### src/sv/mqtt_ch_pkg.sv
package mqtt_ch_pkg;

  // Fixed first byte value of the CONNECT header, field byte counts and length width
  localparam logic [7:0] CONNECT_FIRST_BYTE = 8'h10;
  localparam logic [2:0] VBI_MAX_BYTES      = 3'd4;
  localparam logic [2:0] NAME_LAST_INDEX    = 3'd5;
  localparam logic [2:0] KEEP_ALIVE_BYTES   = 3'd2;
  localparam int         LEN_W              = 28;

  // Parse phase; DRAIN skips bytes after the result until the packet ends
  typedef enum logic [3:0] {
    PH_FIRST   = 4'd0,
    PH_REMLEN  = 4'd1,
    PH_NAME    = 4'd2,
    PH_VERSION = 4'd3,
    PH_FLAGS   = 4'd4,
    PH_KEEP    = 4'd5,
    PH_PROPLEN = 4'd6,
    PH_DRAIN   = 4'd7
  } phase_t;

  typedef enum logic [2:0] {
    ST_OK        = 3'd0,
    ST_BAD_FIRST = 3'd1,
    ST_TRUNCATED = 3'd2,
    ST_BAD_NAME  = 3'd3,
    ST_RESERVED  = 3'd4,
    ST_TOO_LONG  = 3'd5
  } status_t;

  typedef struct packed {
    status_t            status;
    logic [7:0]         version;
    logic [7:0]         flags;
    logic [15:0]        keep_alive;
    logic [LEN_W-1:0]   rem_len;
    logic [LEN_W-1:0]   prop_len;
  } result_t;

  // Expected protocol name bytes: 0, 4, 'M', 'Q', 'T', 'T' (index wraps mod 6)
  function automatic logic [7:0] name_byte(input logic [2:0] idx);
    logic [7:0] v;
    case (idx)
      3'd0:    v = 8'h00;
      3'd1:    v = 8'h04;
      3'd2:    v = 8'h4D;
      3'd3:    v = 8'h51;
      3'd4:    v = 8'h54;
      3'd5:    v = 8'h54;
      3'd6:    v = 8'h00;
      default: v = 8'h04;
    endcase
    return v;
  endfunction

endpackage

### src/sv/mqtt_connect_header_parser.sv
// CONNECT header parser, one packet byte per item.
// Each result is registered into the output register, or into the skid entry while the output is held.
// Throughput: one byte per cycle; an output register plus one skid entry
// decouple the sides, so item_ready drops only while the skid entry is full.
// Reset (rst, synchronous): parser waits for a first byte, no result pending.
module mqtt_connect_header_parser (
  input  logic        clk,
  input  logic        rst,
  input  logic        item_valid,
  output logic        item_ready,
  input  logic [7:0]  byte_value,
  input  logic        last_byte,
  output logic        result_valid,
  input  logic        result_ready,
  output logic [2:0]  status,
  output logic [7:0]  protocol_version,
  output logic        clean_start,
  output logic        will_present,
  output logic [1:0]  will_qos,
  output logic        will_retain,
  output logic        password_present,
  output logic        username_present,
  output logic [15:0] keep_alive_seconds,
  output logic [27:0] rem_length,
  output logic [27:0] prop_length
);

  localparam int LW = mqtt_ch_pkg::LEN_W;

  // Parse state
  mqtt_ch_pkg::phase_t phase, phase_next;
  logic [2:0]          cnt, cnt_next;
  logic                name_bad, name_bad_next;
  logic [LW-1:0]       acc, acc_next;
  logic [LW-1:0]       rem_len, rem_len_next;
  logic [7:0]          version, version_next;
  logic [7:0]          flags, flags_next;
  logic [15:0]         keep, keep_next;

  // Result path
  mqtt_ch_pkg::result_t out_q, skid_q, res;
  logic                 out_valid, skid_valid;
  logic                 item_fire, out_fire, res_fire;
  mqtt_ch_pkg::status_t res_status;

  logic [LW-1:0] acc_merge;
  logic          name_bad_now;

  assign item_ready = !skid_valid;
  assign item_fire  = item_valid && item_ready;
  assign out_fire   = out_valid && result_ready;

  // Variable byte integer: OR in seven bits at the current group
  always_comb begin
    acc_merge = acc;
    case (cnt[1:0])
      2'd0:    acc_merge[6:0]   = acc[6:0]   | byte_value[6:0];
      2'd1:    acc_merge[13:7]  = acc[13:7]  | byte_value[6:0];
      2'd2:    acc_merge[20:14] = acc[20:14] | byte_value[6:0];
      default: acc_merge[27:21] = acc[27:21] | byte_value[6:0];
    endcase
  end

  assign name_bad_now = name_bad || (byte_value != mqtt_ch_pkg::name_byte(cnt));

  // Result decision for the byte at the input
  always_comb begin
    res_fire   = 1'b0;
    res_status = mqtt_ch_pkg::ST_OK;
    unique case (phase)
      mqtt_ch_pkg::PH_FIRST: begin
        if (byte_value != mqtt_ch_pkg::CONNECT_FIRST_BYTE) begin
          res_fire = 1'b1; res_status = mqtt_ch_pkg::ST_BAD_FIRST;
        end else if (last_byte) begin
          res_fire = 1'b1; res_status = mqtt_ch_pkg::ST_TRUNCATED;
        end
      end
      mqtt_ch_pkg::PH_REMLEN: begin
        if (cnt >= mqtt_ch_pkg::VBI_MAX_BYTES) begin
          res_fire = 1'b1; res_status = mqtt_ch_pkg::ST_TOO_LONG;
        end else if (last_byte) begin
          res_fire = 1'b1; res_status = mqtt_ch_pkg::ST_TRUNCATED;
        end
      end
      mqtt_ch_pkg::PH_NAME: begin
        if (last_byte) begin
          res_fire = 1'b1; res_status = mqtt_ch_pkg::ST_TRUNCATED;
        end else if (cnt >= mqtt_ch_pkg::NAME_LAST_INDEX && name_bad_now) begin
          res_fire = 1'b1; res_status = mqtt_ch_pkg::ST_BAD_NAME;
        end
      end
      mqtt_ch_pkg::PH_VERSION, mqtt_ch_pkg::PH_KEEP: begin
        if (last_byte) begin
          res_fire = 1'b1; res_status = mqtt_ch_pkg::ST_TRUNCATED;
        end
      end
      mqtt_ch_pkg::PH_FLAGS: begin
        if (last_byte) begin
          res_fire = 1'b1; res_status = mqtt_ch_pkg::ST_TRUNCATED;
        end else if (byte_value[0]) begin
          res_fire = 1'b1; res_status = mqtt_ch_pkg::ST_RESERVED;
        end
      end
      mqtt_ch_pkg::PH_PROPLEN: begin
        if (cnt >= mqtt_ch_pkg::VBI_MAX_BYTES) begin
          res_fire = 1'b1; res_status = mqtt_ch_pkg::ST_TOO_LONG;
        end else if (!byte_value[7]) begin
          res_fire = 1'b1; res_status = mqtt_ch_pkg::ST_OK;
        end else if (last_byte) begin
          res_fire = 1'b1; res_status = mqtt_ch_pkg::ST_TRUNCATED;
        end
      end
      default: begin
        res_fire = 1'b0;
      end
    endcase

    // Error results carry zeros in every other field
    res        = '0;
    res.status = res_status;
    if (res_status == mqtt_ch_pkg::ST_OK) begin
      res.version    = version;
      res.flags      = flags;
      res.keep_alive = keep;
      res.rem_len    = rem_len;
      res.prop_len   = acc_merge;
    end
  end

  // Next parse state
  always_comb begin
    phase_next    = phase;
    cnt_next      = cnt;
    name_bad_next = name_bad;
    acc_next      = acc;
    rem_len_next  = rem_len;
    version_next  = version;
    flags_next    = flags;
    keep_next     = keep;
    if (item_fire) begin
      unique case (phase)
        mqtt_ch_pkg::PH_FIRST: begin
          phase_next = mqtt_ch_pkg::PH_REMLEN;
          cnt_next   = '0;
          acc_next   = '0;
        end
        mqtt_ch_pkg::PH_REMLEN: begin
          acc_next = acc_merge;
          cnt_next = cnt + 3'd1;
          if (!byte_value[7]) begin
            rem_len_next  = acc_merge;
            phase_next    = mqtt_ch_pkg::PH_NAME;
            cnt_next      = '0;
            name_bad_next = 1'b0;
          end
        end
        mqtt_ch_pkg::PH_NAME: begin
          name_bad_next = name_bad_now;
          if (cnt >= mqtt_ch_pkg::NAME_LAST_INDEX) begin
            phase_next = mqtt_ch_pkg::PH_VERSION;
          end else begin
            cnt_next = cnt + 3'd1;
          end
        end
        mqtt_ch_pkg::PH_VERSION: begin
          version_next = byte_value;
          phase_next   = mqtt_ch_pkg::PH_FLAGS;
        end
        mqtt_ch_pkg::PH_FLAGS: begin
          flags_next = byte_value;
          phase_next = mqtt_ch_pkg::PH_KEEP;
          cnt_next   = '0;
          keep_next  = '0;
        end
        mqtt_ch_pkg::PH_KEEP: begin
          keep_next = {keep[7:0], byte_value};
          cnt_next  = cnt + 3'd1;
          if (cnt + 3'd1 >= mqtt_ch_pkg::KEEP_ALIVE_BYTES) begin
            phase_next = mqtt_ch_pkg::PH_PROPLEN;
            cnt_next   = '0;
            acc_next   = '0;
          end
        end
        mqtt_ch_pkg::PH_PROPLEN: begin
          acc_next = acc_merge;
          cnt_next = cnt + 3'd1;
        end
        default: begin
          phase_next = mqtt_ch_pkg::PH_DRAIN;
        end
      endcase

      // Result given: skip to end of packet, or rearm on the final byte
      if (res_fire || phase == mqtt_ch_pkg::PH_DRAIN) begin
        phase_next = mqtt_ch_pkg::PH_DRAIN;
        if (last_byte) begin
          phase_next    = mqtt_ch_pkg::PH_FIRST;
          cnt_next      = '0;
          name_bad_next = 1'b0;
        end
      end
    end
  end

  // Parse registers
  always_ff @(posedge clk) begin
    if (rst) begin
      phase    <= mqtt_ch_pkg::PH_FIRST;
      cnt      <= '0;
      name_bad <= 1'b0;
    end else begin
      phase    <= phase_next;
      cnt      <= cnt_next;
      name_bad <= name_bad_next;
    end
    acc     <= acc_next;
    rem_len <= rem_len_next;
    version <= version_next;
    flags   <= flags_next;
    keep    <= keep_next;
  end

  // Output register with one skid entry
  always_ff @(posedge clk) begin
    if (rst) begin
      out_valid  <= 1'b0;
      skid_valid <= 1'b0;
    end else if (skid_valid) begin
      if (out_fire) begin
        out_q      <= skid_q;
        skid_valid <= 1'b0;
      end
    end else if (item_fire && res_fire) begin
      if (!out_valid || result_ready) begin
        out_q     <= res;
        out_valid <= 1'b1;
      end else begin
        skid_q     <= res;
        skid_valid <= 1'b1;
      end
    end else if (out_fire) begin
      out_valid <= 1'b0;
    end
  end

  assign result_valid       = out_valid;
  assign status             = out_q.status;
  assign protocol_version   = out_q.version;
  assign clean_start        = out_q.flags[1];
  assign will_present       = out_q.flags[2];
  assign will_qos           = out_q.flags[4:3];
  assign will_retain        = out_q.flags[5];
  assign password_present   = out_q.flags[6];
  assign username_present   = out_q.flags[7];
  assign keep_alive_seconds = out_q.keep_alive;
  assign rem_length         = out_q.rem_len;
  assign prop_length        = out_q.prop_len;

  // Skid entry is only used behind a held output
  a_skid_behind_out: assert property (@(posedge clk) disable iff (rst)
    skid_valid |-> out_valid)
    else $error("skid entry valid without output valid");

  // Name index never runs past the sixth byte
  a_name_index: assert property (@(posedge clk) disable iff (rst)
    phase == mqtt_ch_pkg::PH_NAME |-> cnt <= mqtt_ch_pkg::NAME_LAST_INDEX)
    else $error("name byte index out of range");

  // Length byte count stays within four plus the overlong byte check
  a_vbi_count: assert property (@(posedge clk) disable iff (rst)
    (phase == mqtt_ch_pkg::PH_REMLEN || phase == mqtt_ch_pkg::PH_PROPLEN)
      |-> cnt <= mqtt_ch_pkg::VBI_MAX_BYTES)
    else $error("length byte count out of range");

  // No second result for a packet while skipping its tail
  a_drain_silent: assert property (@(posedge clk) disable iff (rst)
    (item_fire && phase == mqtt_ch_pkg::PH_DRAIN) |-> !res_fire)
    else $error("result produced while draining packet");

  // Error results carry zeroed fields
  a_error_zero: assert property (@(posedge clk) disable iff (rst)
    (result_valid && status != mqtt_ch_pkg::ST_OK)
      |-> (protocol_version == 8'd0 && rem_length == '0 && prop_length == '0))
    else $error("error result with nonzero fields");

endmodule
### config.mk
export PLATFORM = sky130hd
export DESIGN_NAME = mqtt_connect_header_parser
export DESIGN_NICKNAME = d
export VERILOG_FILES = /design/src/sv/mqtt_ch_pkg.sv /design/src/sv/mqtt_connect_header_parser.sv
export SDC_FILE = /design/constraint.sdc
export NUM_CORES = 1
export LEC_CHECK = 0
export ABC_AREA = 1
export BUFFER_PORTS_ARGS = -buffer_cell sky130_fd_sc_hd__buf_4
export CAP_MARGIN = 20
export CORE_MARGIN = 3
export CORE_UTILIZATION = 40
export CTS_CLUSTER_SIZE = 24
export DETAILED_ROUTE_END_ITERATION = 8
export GPL_TIMING_DRIVEN = 0
export PLACE_DENSITY_LB_ADDON = 0.08
export SLEW_MARGIN = 20
export SYNTH_ARGS = -nofsm -noshare
export SYNTH_HDL_FRONTEND = slang
export SYNTH_SLANG_ARGS = --single-unit
### constraint.sdc
create_clock -name clk -period 7 [get_ports clk]
set_clock_uncertainty 0.1 [all_clocks]
set_input_delay 1.05 -clock clk [delete_from_list [all_inputs] [get_ports clk]]
set_output_delay 1.05 -clock clk [all_outputs]
set_load 0.005 [all_outputs]
=== Yosys cells after proc, flatten, opt, wreduce, memory -nomap -nowiden ===
Index checks and enable logic that the tools add are counted.

* Register bits: 280
* Input bits: 13
* Word-level logic and storage cells: 146

* $add $sub $neg: 1
* Order comparisons: 3
* Equality and inequality tests: 23
* Mux-type cells: 56
* Bitwise logic cells: 8
* Reductions and logical operators: 33

{| class="wikitable"
|+ Operator list
! kind !! number
|-
| $mux W91 || 4
|-
| $mux W88 || 1
|-
| $pmux W28 S3 || 1
|-
| $pmux W16 S2 || 1
|-
| $mux W3 || 10
|-
| $mux W28 || 1
|-
| $mux W7 || 4
|-
| $or A7 B7 Y7 || 4
|-
| $pmux W4 S7 || 1
|-
| $pmux W7 S4 || 1
|-
| $mux W1 || 19
|-
| $pmux W3 S6 || 1
|-
| $eq A4 B3 Y1 const B || 4
|-
| $mux W4 || 4
|-
| $pmux W3 S5 || 1
|-
| $mux W2 || 5
|-
| $reduce_or A2 Y1 || 5
|-
| $eq A3 B3 Y1 const B || 3
|-
| $ne A3 B3 Y1 const B || 3
|-
| $reduce_and A3 Y1 || 3
|-
| $eq A4 B2 Y1 const B || 2
|-
| $ne A8 B5 Y1 const B || 1
|-
| $ne A8 B8 Y1 || 1
|-
| $reduce_and A4 Y1 || 2
|-
| 23 further kinds || 42
|}

=== Depth between registers and ports, before layout ===
* Depth after elaboration: 14
* Depth in mapped cells: 20
* Depth with buffers taken out: 19

=== Least setup slack after synthesis ===
OpenSTA, ideal clock, no wires.

* Path type: input -> register
* Start: input port byte_value[3]
* End: register out_q (netlist bit clean_start) (enable)
* Setup time: 569 ps
* Data arrival time: 6,216 ps
* Required time: 6,331 ps
* Path slack: 115 ps
* Cell stages on the path: 13
* Path through: inv_1 -> nand3_1 -> nand2_1 -> nor2_1 -> nand3_1 -> nor2_1 -> nand2_1 -> nand2_2 -> nand2_1 -> nand2_1 -> nand2_1 -> nand3_1 -> a21oi_1

* Longest elaborated chain between the ends: 9
* Elaborated cells on any way between the ends: 11
* Classes of those cells: eq/ne: 2; mux: 4; reduce/logical: 5

{| class="wikitable"
|+ Ends and longest elaborated chain
! item !! line !! RTL
|-
| from (decl) || mqtt_connect_header_parser.sv:11 || <nowiki>input logic [7:0] byte_value,</nowiki>
|-
| $ne A8 B8 Y1 || mqtt_connect_header_parser.sv:64 || <nowiki>assign name_bad_now = name_bad || (byte_value != mqtt_ch_pkg::name_byte(cnt));</nowiki>
|-
| $logic_or A1 B1 Y1 || mqtt_connect_header_parser.sv:64 ||
|-
| $logic_and A1 B1 Y1 || mqtt_connect_header_parser.sv:88 || <nowiki>end else if (cnt >= mqtt_ch_pkg::NAME_LAST_INDEX && name_bad_now) begin</nowiki>
|-
| $mux W1 || mqtt_connect_header_parser.sv:88 ||
|-
| $mux W1 || mqtt_connect_header_parser.sv:86 || <nowiki>if (last_byte) begin</nowiki>
|-
| $pmux W1 S6 * || mqtt_connect_header_parser.sv:70 || <nowiki>unique case (phase)</nowiki>
|-
| $logic_and A1 B1 Y1 * || mqtt_connect_header_parser.sv:233 || <nowiki>end else if (item_fire && res_fire) begin</nowiki>
|-
| $reduce_bool A2 Y1 (no line) * || n/a ||
|-
| $reduce_and A4 Y1 (no line) * || n/a ||
|-
| to (signal assigned) || mqtt_connect_header_parser.sv:230 || <nowiki>out_q <= skid_q;</nowiki>
|-
| to (signal assigned) || mqtt_connect_header_parser.sv:235 || <nowiki>out_q <= res;</nowiki>
|-
| to (decl) || mqtt_connect_header_parser.sv:41 || <nowiki>mqtt_ch_pkg::result_t out_q, skid_q, res;</nowiki>
|}

Mark *: on every way between the ends. The rest lies on a longest branch, timed or not.
A chain may end at the register's enable or synchronous reset.

=== Worst setup path after layout ===
* Start: register cnt[0]
* End: register skid_q[77] (netlist bit) (enable)

* Longest elaborated chain between the ends: 11
* Elaborated cells on any way between the ends: 21
* Classes of those cells: order compare: 2; eq/ne: 6; mux: 6; reduce/logical: 7

{| class="wikitable"
|+ Ends and longest elaborated chain
! item !! line !! RTL
|-
| from (decl) || mqtt_connect_header_parser.sv:32 || <nowiki>logic [2:0] cnt, cnt_next;</nowiki>
|-
| from (signal assigned) || mqtt_connect_header_parser.sv:213 || <nowiki>cnt <= cnt_next;</nowiki>
|-
| $eq A3 B3 Y1 / $logic_not A3 Y1 (equally long branches) || mqtt_ch_pkg.sv:43 || <nowiki>case (idx)</nowiki>
|-
| $reduce_or A2 Y1 (no line) || n/a ||
|-
| $pmux W7 S4 || mqtt_ch_pkg.sv:43 ||
|-
| $ne A8 B8 Y1 || mqtt_connect_header_parser.sv:64 ||
|-
| $logic_or A1 B1 Y1 || mqtt_connect_header_parser.sv:64 ||
|-
| $logic_and A1 B1 Y1 || mqtt_connect_header_parser.sv:88 ||
|-
| $mux W1 || mqtt_connect_header_parser.sv:88 ||
|-
| $mux W1 || mqtt_connect_header_parser.sv:86 ||
|-
| $pmux W1 S6 * || mqtt_connect_header_parser.sv:70 ||
|-
| $logic_and A1 B1 Y1 * || mqtt_connect_header_parser.sv:233 ||
|-
| $reduce_and A4 Y1 (no line) * || n/a ||
|-
| to (signal assigned) || mqtt_connect_header_parser.sv:238 || <nowiki>skid_q <= res;</nowiki>
|-
| to (decl) || mqtt_connect_header_parser.sv:41 ||
|}

Marks and branches as above.

==> flow_summary.json <==
{
  "final_util_pct": 50.5,
  "synth_nets": 1035,
  "cts_max_level": 1,
  "grt_first_pass_wirelength_um": 41400,
  "netlist_area_um2": 11300,
  "cts-resized-gates": 0,
  "required_ns": 7.14,
  "fp.dieH_um": 174,
  "nFillCells": 2468,
  "avgSynthCellArea_um2": 11.1,
  "finalPower_mw": 4.29,
  "clkSlewWorstSetupHoldPaths_ns": 0.06,
  "critPathLaunchType": "flip-flop",
  "synth_common_cells": "edfxtp_1, nand2_1, nor2_1",
  "dr.pass1.iters": 5,
  "grt_overflow": 0,
  "status": "completed",
  "cts_buffer_depth": 3,
  "antenna_found_initial": 0,
  "grt_pass1_vias": 7200,
  "core_area_um2": 27400,
  "worst_pin_slew_ns": 0.838,
  "cts_hold_buf": 0,
  "die_x_um": 174,
  "cp_slowest_cell": "clkbuf_1",
  "clk_latency_ns": 0.54,
  "setup_tns_ns": 0,
  "crit_top_cell": "nand2_1",
  "swShare_pct": 26.2,
  "ys_seq_area_share_pct": 72.4,
  "cp_top_family": "simple AND/OR/NAND/NOR gates",
  "timing.final.crit_share_pct": 51.5,
  "comb_power_share_pct": 16.4,
  "cap_violations": 0,
  "yosysWarnings": 0,
  "multi_input_area_um2": 2490,
  "max-vdd-ir-drop_mv": 0.175,
  "maxSlewHeadroom_pct": 44.1,
  "holdWs_ns": 0.402,
  "hold_viol": 0,
  "syn_inst": 1017,
  "yosysUniqueCellTypes": 27,
  "finalSetupViolCount": 0,
  "wl_um": 26400,
  "root_buffer": "clkbuf_16",
  "arrival_ns": 3.74,
  "power.internal_mw": 3.16,
  "worstHoldStart": "result_valid",
  "initial_core_util_pct": 41.3,
  "drc": 0,
  "power_leakage_nw": 5.77,
  "min_path_type": "flip-flop to flip-flop",
  "layout-drive-gt1-share_pct": 16.5,
  "postCtsSetupRepairBufs": 0,
  "wl_per_cell_um": 16.9,
  "path_cells": "inv_1 > ha_1 > clkbuf_1 > nand2_1 > nand2_1 > inv_2 > nand2_1 > nand2_1 > nand3_1 > nor2_1 > nand2_1 > nand2_2 > nand2_1 > nand2_1 > nand2_1 > nand3_1 > nor2_4 > buf_16 > buf_12",
  "die-area_um2": 30400,
  "cp-startpoint": "cnt[0]",
  "io_pins": 105,
  "cts_tree": "done",
  "maxSlewViolCount": 0,
  "synth_flop_cell": "edfxtp_1",
  "yosysMostFrequentCell": "edfxtp_1",
  "switchingPower_mw": 1.12,
  "grt_usage_pct": 17.3,
  "pwr-share-clk_pct": 35.9,
  "path_buf_inv": 5,
  "syn_to_final_growth_pct": 22.3,
  "rsz0062_at_grt": "false",
  "regArea_um2": 8200,
  "cts-buffers-inserted": 30,
  "async_reset_ff_share_pct": 0,
  "worst-path-max-fanout": 23,
  "via_per_inst": 4.74,
  "first_iter_violations": 638,
  "cts.sinks": 276,
  "antennaDiodeCount": 0,
  "rows": 60,
  "r2r_start": "cnt[0]",
  "ant_nets": 0,
  "place_hpwl_um": 18000,
  "ys_top_cells_by_area": "edfxtp_1, nand2_1, nor2_1, nand3_1, inv_1",
  "fin_crit_ns": 3.61,
  "grt_max_degree": 24,
  "clock.fmax_mhz": 277,
  "end_kind": "flip-flop",
  "ys_ff_latch": 276,
  "route.vias.total": 7395,
  "synth_top_area_cell": "edfxtp_1",
  "yosysTopAreaCellShare_pct": 70.8,
  "nNetsFinal": 1184,
  "routabilityCongestion": 0.818,
  "portBuffers": 104,
  "synth_edf_count": 267,
  "critPathKind": "flip-flop to flip-flop",
  "critPathMaxStageDelay_ns": 0.44,
  "powerDensity_nw_per_um2": 310,
  "p_seq_share_pct": 47.7
}
-- cell families after synthesis --
group	after synthesis	share of synthesized area (%)
buffers and inverters	169	5.97
adders and majority gates	5	0.552
and+or+nand+nor	504	18.1
DFF	276	72.4
AOI/OAI and AO/OA	63	3.03
-- cell type report --
cell class | count | area share (%)
Inverter | 124 | 3.36
Clock buffer | 38 | 5.79
Multi-Input combinational cell | 572 | 18.0
Timing Repair Buffer | 117 | 7.62
Buffer | 45 | 1.53
Tap cell | 372 | 3.36
Clock inverter | 17 | 1.16
Sequential cell | 276 | 59.2
-- cell usage in the layout (no fill, tap or decap), types with 13 or more instances in the layout --
cell type and count:
edfxtp_1 267, nand2_1 231, nor2_1 157, inv_1 117, buf_4 113, nand3_1 100
a21oi_1 37, clkbuf_16 31, clkbuf_1 27, o21ai_0 16, buf_2 13
-- flip-flops by register name, summed over array words and instances (netlist names), 2 cells and up --
name                count
version                 8
keep_alive_seconds     16
keep                   16
cnt                     3
prop_length            28
acc                    28
phase                   3
skid_q                 90
will_qos                2
protocol_version        8
rem_length             28
rem_len                28
flags                   7
status                  3
-- stage by stage --
step / instance area [µm²] / setup WS [ns] / cells
2_1_floorplan: 11300 / 0.115 / 1017
3_3_place_gp: 12600 / -2.72 / 1493
3_5_place_dp: 12900 / 3.35 / 1506
5_1_grt: 13900 / 3.12 / 1561
4_1_cts: 13900 / 3.39 / 1561
6_report: 13900 / 3.39 / 1561
-- power by group through the flow --
| stage | Sequential (mW) | Clock, mW | Combinational (mW) |
|---|---|---|---|
| floorplan | 2.09 | 0 | 0.389 |
| global placement | 2.10 | 0 | 0.669 |
| detailed placement | 2.08 | 0 | 0.715 |
| CTS | 2.05 | 1.57 | 0.718 |
| global route | 2.06 | 1.64 | 0.793 |
| finish | 2.05 | 1.54 | 0.705 |
-- path summary, 6_finish.rpt --
path | end | slack, ns | cells past startpoint
setup / recovery | skid_q[77] | 3.39 | 19
hold reg to reg | result_valid | 0.40 | 2
setup reg to reg | skid_q[77] | 3.39 | 19
hold / removal | result_valid | 0.40 | 2
-- worst register-to-register path, cell delays in order, from the launching register on --
cell and delay, ns:
dfxtp_1 0.34, inv_1 0.15, ha_1 0.17, clkbuf_1 0.44, nand2_1 0.11, nand2_1 0.15, inv_2 0.05, nand2_1 0.07
nand2_1 0.06, nand3_1 0.08, nor2_1 0.04, nand2_1 0.09, nand2_2 0.10, nand2_1 0.10, nand2_1 0.10, nand2_1 0.13
nand3_1 0.16, nor2_4 0.43, buf_16 0.24, buf_12 0.21
-- layer usage --
layer / track usage [%] / share of wire [%]
met1: 25.4 / 48
met5: 0 / 0
met4: 3.75 / 1.7
met2: 27.3 / 45
met3: 2.71 / 5.1
Note: power is estimated with default switching activity, not from simulation.
